## src/rtl/assert_macros.svh

```systemverilog
// Assertion macros shared by the keyed record table RTL.
// Included by the modules that carry concurrent assertions; no other dependencies.
`ifndef ASSERT_MACROS_SVH
`define ASSERT_MACROS_SVH

// Checked at every rising edge while reset is released.
`define KRT_ASSERT(lbl, clk, rst_n, prop, msg) \
	lbl: assert property (@(posedge clk) disable iff (!rst_n) prop) else $error(msg);

// Checked at every rising edge, reset included.
`define KRT_ASSERT_NR(lbl, clk, prop, msg) \
	lbl: assert property (@(posedge clk) prop) else $error(msg);

`endif

```

## src/rtl/krt_pkg.sv

```systemverilog
// Types and codes of the keyed record table.
// Used by krt_ctrl and keyed_record_table_top; depends on nothing else.
package krt_pkg;

	localparam int KEY_BITS = 31;
	localparam int OP_BITS = 2;
	localparam int STATUS_BITS = 2;
	localparam int PAY_PORT_BITS = 64;
	localparam int COUNT_PORT_BITS = 7;

	typedef enum logic [OP_BITS-1:0] {
		OP_ADD = 2'd0,
		OP_REMOVE = 2'd1,
		OP_GET = 2'd2
	} op_t;

	typedef enum logic [STATUS_BITS-1:0] {
		ST_DONE = 2'd0,
		ST_PRESENT = 2'd1,
		ST_ABSENT = 2'd2,
		ST_FULL = 2'd3
	} status_t;

	typedef struct packed {
		logic [OP_BITS-1:0] opcode;
		logic [KEY_BITS-1:0] key;
		logic [PAY_PORT_BITS-1:0] payload_in;
	} cmd_t;

	typedef struct packed {
		status_t status;
		logic [PAY_PORT_BITS-1:0] payload_out;
		logic [COUNT_PORT_BITS-1:0] count_out;
	} rsp_t;

endpackage

```

## src/rtl/krt_ctrl.sv

```systemverilog
// Sequencer of the keyed record table: linear key search, append and compaction.
// Depends on krt_pkg and assert_macros.svh; drives the entry RAM of the top level.
`include "assert_macros.svh"

module krt_ctrl #(
	parameter int TABLE_DEPTH = 64,
	parameter int PAYLOAD_BITS = 64
) (
	input logic clk,
	input logic arst_n,
	input logic start,
	input krt_pkg::cmd_t cmd,
	output logic busy,
	output logic fin,
	output krt_pkg::rsp_t rsp,
	output logic ram_we,
	output logic [$clog2(TABLE_DEPTH)-1:0] ram_waddr,
	output logic [krt_pkg::KEY_BITS+PAYLOAD_BITS-1:0] ram_wdata,
	output logic [$clog2(TABLE_DEPTH)-1:0] ram_raddr,
	input logic [krt_pkg::KEY_BITS+PAYLOAD_BITS-1:0] ram_rdata
);
	import krt_pkg::*;

	localparam int IDX_W = $clog2(TABLE_DEPTH);
	localparam int CNT_W = $clog2(TABLE_DEPTH + 1);
	localparam int ENT_W = KEY_BITS + PAYLOAD_BITS;
	localparam logic [CNT_W-1:0] DEPTH_C = CNT_W'(TABLE_DEPTH);

	typedef enum logic [2:0] {
		S_IDLE = 3'b001,
		S_SRCH = 3'b010,
		S_SHIFT = 3'b100
	} state_t;

	state_t state_q;
	logic [OP_BITS-1:0] op_q;
	logic [KEY_BITS-1:0] key_q;
	logic [PAYLOAD_BITS-1:0] pay_q;
	logic [CNT_W-1:0] cnt_q;
	logic [CNT_W-1:0] idx_q;
	logic [IDX_W-1:0] wr_idx_q;
	logic rd_vld_s1;
	logic [IDX_W-1:0] rd_idx_s1;

	logic accept;
	logic op_valid;
	logic issue;
	logic key_hit;
	logic srch_end;
	logic shift_end;
	logic add_wr;

	assign accept = start && (state_q == S_IDLE);
	assign busy = (state_q != S_IDLE);
	assign op_valid = (cmd.opcode == OP_ADD) || (cmd.opcode == OP_REMOVE) ||
		(cmd.opcode == OP_GET);
	assign issue = ((state_q == S_SRCH) || (state_q == S_SHIFT)) && (idx_q < cnt_q);
	// The comparator sees the entry read in the previous cycle.
	assign key_hit = rd_vld_s1 && (ram_rdata[ENT_W-1 -: KEY_BITS] == key_q);
	assign srch_end = (state_q == S_SRCH) && (key_hit || (!rd_vld_s1 && !issue));
	assign shift_end = (state_q == S_SHIFT) && !rd_vld_s1 && !issue;
	assign add_wr = srch_end && (op_q == OP_ADD) && !key_hit && (cnt_q != DEPTH_C);
	assign ram_raddr = idx_q[IDX_W-1:0];

	always_comb begin
		fin = 1'b0;
		rsp.status = ST_DONE;
		rsp.payload_out = '0;
		rsp.count_out = COUNT_PORT_BITS'(cnt_q);
		ram_we = 1'b0;
		ram_waddr = wr_idx_q;
		ram_wdata = ram_rdata;
		if (accept && !op_valid) begin
			fin = 1'b1;
		end
		if (srch_end) begin
			case (op_q)
				OP_ADD: begin
					fin = 1'b1;
					if (key_hit) begin
						rsp.status = ST_PRESENT;
					end else if (cnt_q == DEPTH_C) begin
						rsp.status = ST_FULL;
					end else begin
						ram_we = 1'b1;
						ram_waddr = cnt_q[IDX_W-1:0];
						ram_wdata = {key_q, pay_q};
						rsp.count_out = COUNT_PORT_BITS'(cnt_q + 1'b1);
					end
				end
				OP_REMOVE: begin
					// A hit goes on to compaction and reports at its end.
					if (!key_hit) begin
						fin = 1'b1;
						rsp.status = ST_ABSENT;
					end
				end
				default: begin
					fin = 1'b1;
					if (key_hit) begin
						rsp.payload_out = PAY_PORT_BITS'(ram_rdata[PAYLOAD_BITS-1:0]);
					end else begin
						rsp.status = ST_ABSENT;
					end
				end
			endcase
		end
		// Each entry read during compaction lands one place lower.
		if ((state_q == S_SHIFT) && rd_vld_s1) begin
			ram_we = 1'b1;
			ram_waddr = wr_idx_q;
			ram_wdata = ram_rdata;
		end
		if (shift_end) begin
			fin = 1'b1;
			rsp.count_out = COUNT_PORT_BITS'(cnt_q - 1'b1);
		end
	end

	always_ff @(posedge clk or negedge arst_n) begin
		if (!arst_n) begin
			state_q <= S_IDLE;
			cnt_q <= '0;
			idx_q <= '0;
			rd_vld_s1 <= 1'b0;
		end else begin
			rd_vld_s1 <= issue;
			if (issue) begin
				idx_q <= idx_q + 1'b1;
			end
			if (add_wr) begin
				cnt_q <= cnt_q + 1'b1;
			end
			unique case (state_q)
				S_IDLE: begin
					if (accept) begin
						idx_q <= '0;
						rd_vld_s1 <= 1'b0;
						if (op_valid) begin
							state_q <= S_SRCH;
						end
					end
				end
				S_SRCH: begin
					if (srch_end) begin
						if ((op_q == OP_REMOVE) && key_hit) begin
							state_q <= S_SHIFT;
							idx_q <= CNT_W'(rd_idx_s1) + 1'b1;
							rd_vld_s1 <= 1'b0;
						end else begin
							state_q <= S_IDLE;
						end
					end
				end
				S_SHIFT: begin
					if (shift_end) begin
						cnt_q <= cnt_q - 1'b1;
						state_q <= S_IDLE;
					end
				end
				default: begin
					state_q <= S_IDLE;
				end
			endcase
		end
	end

	always_ff @(posedge clk) begin
		rd_idx_s1 <= idx_q[IDX_W-1:0];
		if (accept) begin
			op_q <= cmd.opcode;
			key_q <= cmd.key;
			pay_q <= cmd.payload_in[PAYLOAD_BITS-1:0];
		end
		if (srch_end) begin
			wr_idx_q <= rd_idx_s1;
		end else if ((state_q == S_SHIFT) && rd_vld_s1) begin
			wr_idx_q <= wr_idx_q + 1'b1;
		end
	end

	`KRT_ASSERT(a_cnt_bound, clk, arst_n, cnt_q <= DEPTH_C, "entry count above table depth")
	`KRT_ASSERT(a_add_room, clk, arst_n, add_wr |-> (cnt_q < DEPTH_C), "append into a full table")
	`KRT_ASSERT(a_shift_wr, clk, arst_n, ((state_q == S_SHIFT) && ram_we) |-> ((CNT_W'(wr_idx_q) + 1'b1) < cnt_q), "compaction write beyond held entries")

endmodule

```

## config.mk

```make
export PLATFORM = sky130hd
export DESIGN_NAME = krt_ctrl
export DESIGN_NICKNAME = d
export VERILOG_FILES = /design/src/rtl/krt_pkg.sv /design/src/rtl/krt_ctrl.sv
export VERILOG_INCLUDE_DIRS = /design/src /design/src/rtl
export SDC_FILE = /design/constraint.sdc
export NUM_CORES = 1
export LEC_CHECK = 0
export BUFFER_PORTS_ARGS = -buffer_cell sky130_fd_sc_hd__buf_4
export CORE_AREA = 2 2 146 148
export DETAILED_ROUTE_END_ITERATION = 7
export DIE_AREA = 0 0 148 150
export GPL_TIMING_DRIVEN = 0
export MAX_ROUTING_LAYER = met4
export SLEW_MARGIN = 20
export SYNTH_ARGS = -nofsm -noshare
export SYNTH_HDL_FRONTEND = slang
export SYNTH_SLANG_ARGS = --single-unit
```

## constraint.sdc

```tcl
create_clock -name clk -period 7.14 [get_ports clk]
set_clock_uncertainty 0.15 [all_clocks]
set_input_delay 1.428 -clock clk [delete_from_list [all_inputs] [get_ports clk]]
set_output_delay 1.428 -clock clk [all_outputs]
set_load 0.02 [all_outputs]
```

Word level (Yosys, flattened, before mapping)
Index checks and enable logic that the tools add are counted.
{"block": "classes", "add_sub_neg": 5, "order_cmp": 1, "eq_ne": 14, "n_mux": 51, "reduce_logical": 26}
{"cell": "two-way mux 95 bit", "count": 5}
{"cell": "two-way mux 64 bit", "count": 2}
{"cell": "two-way mux 7 bit", "count": 11}
{"cell": "two-way mux 73 bit", "count": 1}
{"cell": "two-way mux 6 bit", "count": 7}
{"cell": "equality test 31 bit", "count": 1}
{"cell": "two-way mux 3 bit", "count": 5}
{"cell": "adder 7 x 1 -> 7 bit, second input constant", "count": 2}
{"cell": "case mux 7 bit (2 select lines)", "count": 1}
{"cell": "logical AND 1 bit", "count": 13}
{"cell": "two-way mux 1 bit", "count": 13}
{"cell": "case mux 3 bit (3 select lines)", "count": 1}
{"cell": "two-way mux 2 bit", "count": 4}
{"cell": "inequality test 2 bit, second input constant", "count": 4}
{"cell": "adder 6 x 1 -> 7 bit, second input constant", "count": 1}
{"cell": "equality test 7 bit, second input constant", "count": 1}
{"cell": "< comparator 7 bit", "count": 1}
{"cell": "inequality test 7 bit, second input constant", "count": 1}
{"cell": "subtractor 7 x 1 -> 7 bit, second input constant", "count": 1}
{"cell": "adder 6 x 1 -> 6 bit, second input constant", "count": 1}
{"cell": "equality test 2 x 1 -> 1 bit, second input constant", "count": 2}
{"cell": "zero test 1 bit", "count": 4}
{"cell": "zero test 2 bit", "count": 2}
{"cell": "logical OR 1 bit", "count": 4}
{"cell": "9 further kinds", "count": 9}
{"block": "totals", "regBits": 127, "out_inout_bits": 183, "wordCells": 106}

Logic depth before layout (Yosys ltp)
Gate-level depths: netlist of run 1.
{"block": "depth", "depth_word": 13, "depth_mapped": 12, "ltp_nobuf": 8}

Least setup slack after synthesis of run 1
OpenSTA, ideal clock, no wires.
{"block": "synth_path", "path_type": "input -> output", "from": "input port ram_rdata[84] (netlist bit)", "to": "output port rsp[71] (netlist bit)", "t_arrival_ps": 2963, "setup_slack_ps": 2599, "stages": 7, "cell_sequence": "xnor2_1 -> nand4_1 -> nor4_1 -> nand2_1 -> a21o_1 -> buf_2 -> a211oi_1"}
{"element": "from (decl)", "line": "krt_ctrl.sv:20", "rtl": "input logic [krt_pkg::KEY_BITS+PAYLOAD_BITS-1:0] ram_rdata"}
{"element": "to (decl)", "line": "krt_ctrl.sv:15", "rtl": "output krt_pkg::rsp_t rsp,"}

==> results of run 1 <==
where the power goes:
group,leakage [nW],internal [mW],switching [mW]
combinational,3.54,0.187,0.220
clock,0.293,0.526,0.374
sequential,1.27,0.864,0.0284
total,5.10,1.58,0.622
per-stage QoR:
step	worst slack [ns]	total power, mW
6_report	1.23	2.20
4_1_cts	1.23	2.22
5_1_grt	1.02	2.28
3_3_place_gp	1.22	1.31
3_5_place_dp	1.24	1.32
2_1_floorplan	2.60	1.10
metal layers:
metal  wire length [um]  up-vias  global-route usage (%)
met3               2360       30                    8.48
met2              13600      253                    40.6
met5                  0        -                       -
li1                   -     3336                       -
met4                467        0                    6.05
met1              10100     3219                    26.6
placed cells by master, fill, tap and decap left out, types with 3 or more instances in the layout:
master and n:
nand3_1 11, dfrtp_1 17, a22oi_1 4, a21oi_1 3, nand2b_1 6, o211ai_1 4, or4_1 3, mux2i_1 5
inv_1 12, edfxtp_1 103, buf_4 384, nor4_1 8, xnor2_1 43, clkbuf_16 17, dfxtp_1 6, a31o_1 4
o21ai_0 10, a21o_1 3, and3_1 3, inv_6 7, nand4_1 20, nor2_1 15, clkbuf_1 15, o21ai_1 3
xor2_1 4, mux2_2 4, clkinv_4 3, buf_2 18, nor3_1 5, and2_1 65, ha_1 11, nand2_1 312
cell usage after synthesis (3+ instances only):
| cell type | number |
|---|---|
| buf_4 | 7 |
| xnor2_1 | 43 |
| mux2_2 | 4 |
| o21ai_1 | 3 |
| o211ai_1 | 4 |
| nand2_1 | 312 |
| dfrtp_1 | 17 |
| xor2_1 | 4 |
| nand2b_1 | 6 |
| a31o_1 | 4 |
| nor2_1 | 15 |
| a21o_1 | 3 |
| nor4_1 | 8 |
| or4_1 | 3 |
| and3_1 | 3 |
| and2_1 | 65 |
| nand4_1 | 20 |
| inv_1 | 13 |
| mux2i_1 | 5 |
| nand3_1 | 11 |
| nor3_1 | 5 |
| edfxtp_1 | 103 |
| buf_2 | 18 |
| dfxtp_1 | 6 |
| a21oi_1 | 3 |
| ha_1 | 11 |
| clkbuf_1 | 15 |
| a22oi_1 | 4 |
| o21ai_0 | 10 |
worst max-delay path: cells and delay by family:
family                    cells  cell delay [ns]
and+or+nand+nor               5             1.96
xor gates and xnor gates      1             0.25
buffers and inverters         3             0.69
worst paths after layout:
kind / from / to
min: idx_q[5] / rd_idx_s1[5]
min reg2reg: idx_q[5] / rd_idx_s1[5]
max reg2reg: cnt_q[5] / cnt_q[4]
max in group asynchronous: arst_n / state_q[0]
max: ram_rdata[94] / rsp[49]
min in group asynchronous: arst_n / state_q[1]
kinds of logic (layout without fill, tap and decap cells):
family / after synthesis / after routing
AO/OA/AOI/OAI: 47 / 47
adder cells (fa/ha/maj): 11 / 11
flip-flops: 127 / 127
AND/OR/NAND/NOR: 461 / 461
buffers and inverters: 54 / 464
multiplexers: 9 / 9
other: 0 / 2
XOR/XNOR: 47 / 47
sequential cells by signal, indices dropped and copies added, names as in the netlist:
signal and count:
pay_q 64, key_q 31, cnt_q 7, idx_q 7, rd_idx_s1 6, wr_idx_q 6
state_q 3, op_q 2, rd_vld_s1 1
area by class of cell:
| cell class | instances | area [sq um] | share of cell area [%] |
|---|---|---|---|
| Clock buffer | 17 | 425 | 3.93 |
| Timing Repair Buffer | 378 | 2860 | 26.4 |
| Clock inverter | 15 | 174 | 1.60 |
| Multi-Input combinational cell | 575 | 3100 | 28.6 |
| Inverter | 13 | 53.8 | 0.496 |
| Sequential cell | 127 | 3660 | 33.8 |
| Buffer | 41 | 210 | 1.94 |
| Antenna cell | 2 | 5.00 | 0.0462 |
| Tap cell | 275 | 344 | 3.18 |
==> metrics.md, run 1 <==
| Metric | Value |
|---|---|
| Status | `finished clean` |
| Max_cap viols | `0` |
| Critical Path RT | `5.56 ns` |
| Slew headroom | `27.4%` |
| Post-Syn Instances | `756` |
| DR vias | `6,838` |
| CTS Buf Count | `17` |
| Compound-cell area share of the yosys netlist | `5.20%` |
| Gr usage total | `23.8%` |
| #FFs+latches synth | `127` |
| Crit path kind | `in -> out` |
| # H-tree levels | `4` |
| Die H | `150 um` |
| Total congestion overflow | `0` |
| Synth Area in XOR/XNOR | `5.86%` |
| Slowest-stage cell, CP | `nor3_2` |
| Routability Congestion | `0.883` |
| Crit-path cells | `buf_4 > xnor2_1 > nand4_1 > nor4_1 > nand2_1 > nor3_2 > clkbuf_1 > and2_1 > buf_4` |
| Cts-stage hold buffer count | `0` |
| Top Ports | `378` |
| Critical path arrival | `4.33 ns` |
| TNS Setup | `0 ns` |
| Drt via density | `4.74` |
| Yosys top cell area share | `44.0%` |
| DR iter-0 viols | `364` |
| Area growth, synth to finish | `54.2%` |
| Placed cells | `1,409` |
| Crit. End Element | `output port` |
| R2R depth | `9` |
| Warnings from Yosys | `0` |
| DRT antenna net count | `0` |
| Layout Utilization | `52.4%` |
| DIE AREA | `0.0222 sq mm` |
| Final setup fails | `0` |
| Seq/Total Area, Yosys | `52.2%` |
| CTS Sinks | `127` |
| Post-route cell area | `0.0108 sq mm` |
| Tmin final | `5.91 ns` |
| Final WL | `26.5 mm` |
| Hold WS | `0.376 ns` |
| Postcts setup bufs | `0` |
| Worst reg-to-reg setup slack | `4.07 ns` |
| Fin nets | `1,359` |
| DRC violations left | `0` |
| Top post-synthesis cells by area | `edfxtp_1 44%, nand2_1 17%, dfrtp_1 6.1%` |
| Clock root buffer | `clkbuf_16` |
| Worst hold path depth | `0` |
| LEAKAGE | `5.10 nW` |
| Top cell by count, worst path | `buf_4` |
| Pre-antenna DRT Iters | `5` |
| EDFF count, synth | `103` |
| CTS tree | `done` |
| Post-synth top area cell | `edfxtp_1` |
| Crit share post-route | `82.7%` |
| Clock Path Buffers | `2` |
| Final Non-Filler Cells | `1,443` |
| Peak supply drop | `0.148 mV` |
| Row count | `53` |
| Most used DFF post-synth | `edfxtp_1` |
| Buffers on Ports | `377` |
| Initial antenna violation count | `3` |
| Proportion of synthesized area in mux cells | `1.35%` |
| Worst-path clk slew | `0.06 ns` |
| Hold Path Class | `reg -> reg` |
| Post-synth ARST share | `14.2%` |
| Critical Path Start Type | `input port` |
| Fin. max-slew vios | `0` |
| Worst-Margin Slew | `1.08 ns` |
| Post-Syn Area | `0.00703 sq mm` |
| Max stage delay on crit path | `0.90 ns` |
| Simple-Gate Fraction of Synth Area | `29.8%` |
| Adder-cell share of the synthesized area | `1.96%` |
| F_max | `169 MHz` |
| Worst skew pair latency | `0.42 ns` |
| WL/cell | `18.3 um` |
| Post-detail-place hpwl | `21.0 mm` |
| Largest family of logic cells by synthesized area | `simple AND/OR/NAND/NOR gates` |
| Synth cell types | `54` |
| Final Hold Viols | `0` |
| CP max FO | `10` |
| Syn_area_per_cell | `9.29 sq um` |
| Effective utilization at floorplan | `34.0%` |
| RSZ-0062 raised after global routing | `no` |
| Largest net degree at the start of global routing | `75` |
| Core area | `0.0207 sq mm` |
| Post-DP Area | `0.0102 sq mm` |
| Synthesized net count | `962` |
| Ratio of cells with drive above 1 in the final layout | `38.7%` |
| PwrDens | `203 mW/mm^2` |
| Vias in the first global route | `6,778` |
| Filler cell count | `2,004` |
| Post-CTS sizing | `0` |
| Horiz. Die Dim | `148 um` |
| First-pass GRT wire length | `38.4 mm` |
(Power assumes the default switching activity.)
==> run 2, diff against run 1 <==
Settings changed: ABC_AREA set to 1, CORE_AREA 2 2 146 148 to 2 2 148 150, DIE_AREA 0 0 148 150 to 0 0 150 152, PLACE_DENSITY set to 0.66.
Clock period 7.14 ns to 6 ns, I/O delays scaled along.
==> run 2 against run 1 <==
  * Design area is 6.9% higher
  * Sequential power increased by 47%
  * Synthesized cell count up 36%
  * First-iteration DRC count grew 28%
  * Via count is 18% higher
  * Critical path type unchanged
  * Largest power group is now combinational logic
==> metrics.md, run 2 <==
| Metric | Value |
|---|---|
| Crit share post-route | `82.6%` |
| Slew headroom | `40.7% (was 27.4%)` |
| Critical path arrival | `3.60 ns (was 4.33 ns)` |
| Post-route cell area | `0.0116 sq mm (was 0.0108 sq mm)` |
| Drt via density | `4.70 (was 4.74)` |
| Top post-synthesis cells by area | `edfxtp_1 40%, nand2_1 20%, inv_1 8.4% (was edfxtp_1 44%, nand2_1 17%, dfrtp_1 6.1%)` |
| Final Hold Viols | `0 (unchanged)` |
| Largest registers | `pay_q: 64 flops, key_q: 31 flops (unchanged)` |
| CTS tree | `done (unchanged)` |
| DR top layer | `met4 (unchanged)` |
| Post-synth ARST share | `14.2% (unchanged)` |
| Final WL | `29.4 mm (was 26.5 mm)` |
| Vias in the first global route | `8,154 (was 6,778)` |
| # H-tree levels | `4 (unchanged)` |
| Fin nets | `1,634 (was 1,359)` |
| M1 WL | `12.0 mm (was 10.1 mm)` |
| Synthesized net count | `1,234 (was 962)` |
| Top-count cell post-synth | `nand2_1 (unchanged)` |
| Post-Syn Area | `0.00772 sq mm (was 0.00703 sq mm)` |
| Critical Path RT | `4.65 ns (was 5.56 ns)` |
| PwrDens | `320 mW/mm^2 (was 203 mW/mm^2)` |
| Syn_area_per_cell | `7.51 sq um (was 9.29 sq um)` |
| Postcts setup bufs | `0 (unchanged)` |
| Buffers on Ports | `377 (unchanged)` |
| R2R depth | `12 (was 9)` |
| Max reg flops | `64 (unchanged)` |
| Area growth, synth to finish | `50.2% (was 54.2%)` |
| Met2 WL post-DR | `14.7 mm (was 13.6 mm)` |
| Cts-stage hold buffer count | `0 (unchanged)` |
| Warnings from Yosys | `0 (unchanged)` |
| Worst reg2reg path endpoint | `wr_idx_q[2] (was cnt_q[4])` |
| First-pass GRT wire length | `44.8 mm (was 38.4 mm)` |
| EDFF count, synth | `103 (unchanged)` |
| F_max | `202 MHz` |
| LEAKAGE | `6.35 nW (was 5.10 nW)` |
| Horiz. Die Dim | `150 um (was 148 um)` |
| Top Ports | `378 (unchanged)` |
| Adder-cell share of the synthesized area | `1.78% (was 1.96%)` |
| Proportion of synthesized area in mux cells | `0% (was 1.35%)` |
| Post-Syn Instances | `1,028 (was 756)` |
| Die H | `152 um (was 150 um)` |
| DRC violations left | `0 (unchanged)` |
| Area of the multi-input gates | `0.00311 sq mm (was 0.00310 sq mm)` |
| DR vias | `8,083 (was 6,838)` |
| Status | `finished clean (unchanged)` |
| Filler cell count | `2,087 (was 2,004)` |
| Crit path kind | `in -> out (unchanged)` |
| DIE AREA | `0.0228 sq mm (was 0.0222 sq mm)` |
| Worst-path clk slew | `0.06 ns (about the same)` |
| Row count | `54 (was 53)` |
| Synth Area in XOR/XNOR | `2.84% (was 5.86%)` |
| Total congestion overflow | `0 (unchanged)` |
| Clock Path Buffers | `2 (unchanged)` |
| Overall power | `3.71 mW (was 2.20 mW)` |
| Gr usage total | `26.7% (was 23.8%)` |
| #FFs+latches synth | `127 (unchanged)` |
| WL/cell | `17.1 um (was 18.3 um)` |
| Worst skew pair latency | `0.42 ns (about the same)` |
| Simple-Gate Fraction of Synth Area | `30.2% (was 29.8%)` |
| CTS Buf Count | `17 (unchanged)` |
| Most frequent cells in the layout | `409 x nand2_1, 389 x buf_4, 173 x inv_1 (was 384 x buf_4, 312 x nand2_1, 103 x edfxtp_1)` |
| Synth cell types | `35 (was 54)` |
| N_diodes | `0 (was 2)` |
| Clock root buffer | `clkbuf_16 (unchanged)` |
| Hold Path Class | `reg -> reg (unchanged)` |
| Post-synth top area cell | `edfxtp_1 (unchanged)` |
| Commonest non-fill, non-tap cell in the layout | `nand2_1 (was buf_4)` |
| Most used DFF post-synth | `edfxtp_1 (unchanged)` |
| Core area | `0.0214 sq mm (was 0.0207 sq mm)` |
| Initial antenna violation count | `0 (was 3)` |
| Worst r2r src | `cnt_q[2] (was cnt_q[5])` |
| Ratio of cells with drive above 1 in the final layout | `32.3% (was 38.7%)` |
| Routability Congestion | `0.960 (was 0.883)` |
| Max_cap viols | `0 (unchanged)` |
| Worst-Margin Slew | `0.885 ns (was 1.08 ns)` |
| RSZ-0062 raised after global routing | `no (unchanged)` |
| Yosys top cell area share | `40.1% (was 44.0%)` |
| Largest reg by FF count | `pay_q (unchanged)` |
| Peak supply drop | `0.200 mV (was 0.148 mV)` |
| Met3 WL | `1.76 mm (was 2.36 mm)` |
| TNS Setup | `0 ns (unchanged)` |
| Crit. End Element | `output port (unchanged)` |
| Seq/Total Area, Yosys | `47.5% (was 52.2%)` |
| Final setup fails | `0 (unchanged)` |
| Most frequent cells after synthesis | `409 x nand2_1, 173 x inv_1, 103 x edfxtp_1, 90 x nand3_1, 43 x o21ai_0 (was 312 x nand2_1, 103 x edfxtp_1, 65 x and2_1, 43 x xnor2_1, 20 x nand4_1)` |
| CP max FO | `10 (unchanged)` |
| Pre-antenna DRT Iters | `4 (was 5)` |
| Worst reg-to-reg setup slack | `2.98 ns (was 4.07 ns)` |
| DR iter-0 viols | `465 (was 364)` |
| CTS Sinks | `127 (unchanged)` |
| Crit. Startpoint | `ram_rdata[66] (was ram_rdata[94])` |
| Compound-cell area share of the yosys netlist | `5.33% (was 5.20%)` |
| DRT antenna net count | `0 (unchanged)` |
| Post-detail-place hpwl | `23.5 mm (was 21.0 mm)` |
| Effective utilization at floorplan | `36.1% (was 34.0%)` |
| Tmin final | `4.95 ns` |
| Largest family of logic cells by synthesized area | `simple AND/OR/NAND/NOR gates (unchanged)` |
| Critical Path Start Type | `input port (unchanged)` |
| Fin. max-slew vios | `0 (unchanged)` |
| Post-CTS sizing | `0 (unchanged)` |
| Largest net degree at the start of global routing | `28 (was 75)` |
| Crit path to | `rsp[68] (was rsp[49])` |
| Post-DP Area | `0.0110 sq mm (was 0.0102 sq mm)` |
| Register area | `0.00366 sq mm (unchanged)` |
## run 2: cell count changes in the layout (fill, tap and decap cells not counted), moves of 7 or more
cell      previous run  this run
a21oi_1              3        11
and2_1              65         1
clkbuf_1            15         4
inv_1               12       173
nand2_1            312       409
nand3_1             11        90
nand4_1             20         9
nor2_1              15        38
nor4_1               8         0
o21ai_0             10        43
o22ai_1              0         7
xnor2_1             43         9
xor2_1               4        16
## run 2: stage by stage
step	instances	utilization, %	hold slack, ns	setup WS [ns]
after floorplan	1028	-	0.263	0.101
after global placement	1685	51.0	0.333	-1.65
after detailed placement	1689	51.5	0.337	0.962
after CTS	1720	54.3	0.352	0.957
after global routing	1720	54.3	0.373	0.813
final	1720	54.3	0.360	1.05
## run 2: cell families (layout without fill, tap and decap cells)
| group | count (synthesis) | after routing |
|---|---|---|
| buffers and inverters | 221 | 633 |
| xor gates and xnor gates | 25 | 25 |
| and+or+nand+nor | 568 | 568 |
| DFF | 127 | 127 |
| AOI/OAI and AO/OA | 76 | 76 |
| adders and majority gates | 11 | 11 |
## run 2: final cells by class
type	instances	area share, %
tap	280	3.02
clock buffer	17	3.67
inverter	177	5.73
timing repair buffer	381	25.2
multi-input combinational	680	26.8
clock inverter	14	1.46
buffer	44	2.49
sequential	127	31.6
## run 2: worst max-delay path, stage by stage
cell and delay, ns:
buf_4 0.12, xnor2_1 0.26, nand4_1 0.13, nor2_1 0.15
nand3_1 0.17, nor3_2 0.71, buf_2 0.40, nand3_1 0.22
inv_1 0.09, buf_4 0.14
## run 2: worst min-delay path by stage
| stage | startpoint | to | cells after the start |
|---|---|---|---|
| floorplan | idx_q[0] | rd_idx_s1[0] | 0 |
| global route | idx_q[5] | rd_idx_s1[5] | 0 |
| global placement | idx_q[0] | rd_idx_s1[0] | 0 |
| detailed placement | idx_q[5] | rd_idx_s1[5] | 0 |
| finish | idx_q[5] | rd_idx_s1[5] | 0 |
| CTS | idx_q[5] | rd_idx_s1[5] | 0 |
## run 2: power breakdown
| part | internal, mW | leakage, nW | switching [mW] |
|---|---|---|---|
| clock | 0.651 | 0.279 | 0.414 |
| combinational | 0.512 | 4.83 | 0.822 |
| sequential | 1.20 | 1.24 | 0.113 |
## run 2: layer usage
| metal | GRT usage (%) | vias to the layer above |
|---|---|---|
| li1 | - | 4015 |
| met1 | 32.0 | 3744 |
| met2 | 44.2 | 268 |
| met3 | 5.38 | 56 |
| met4 | 10.2 | 0 |
| met5 | - | - |
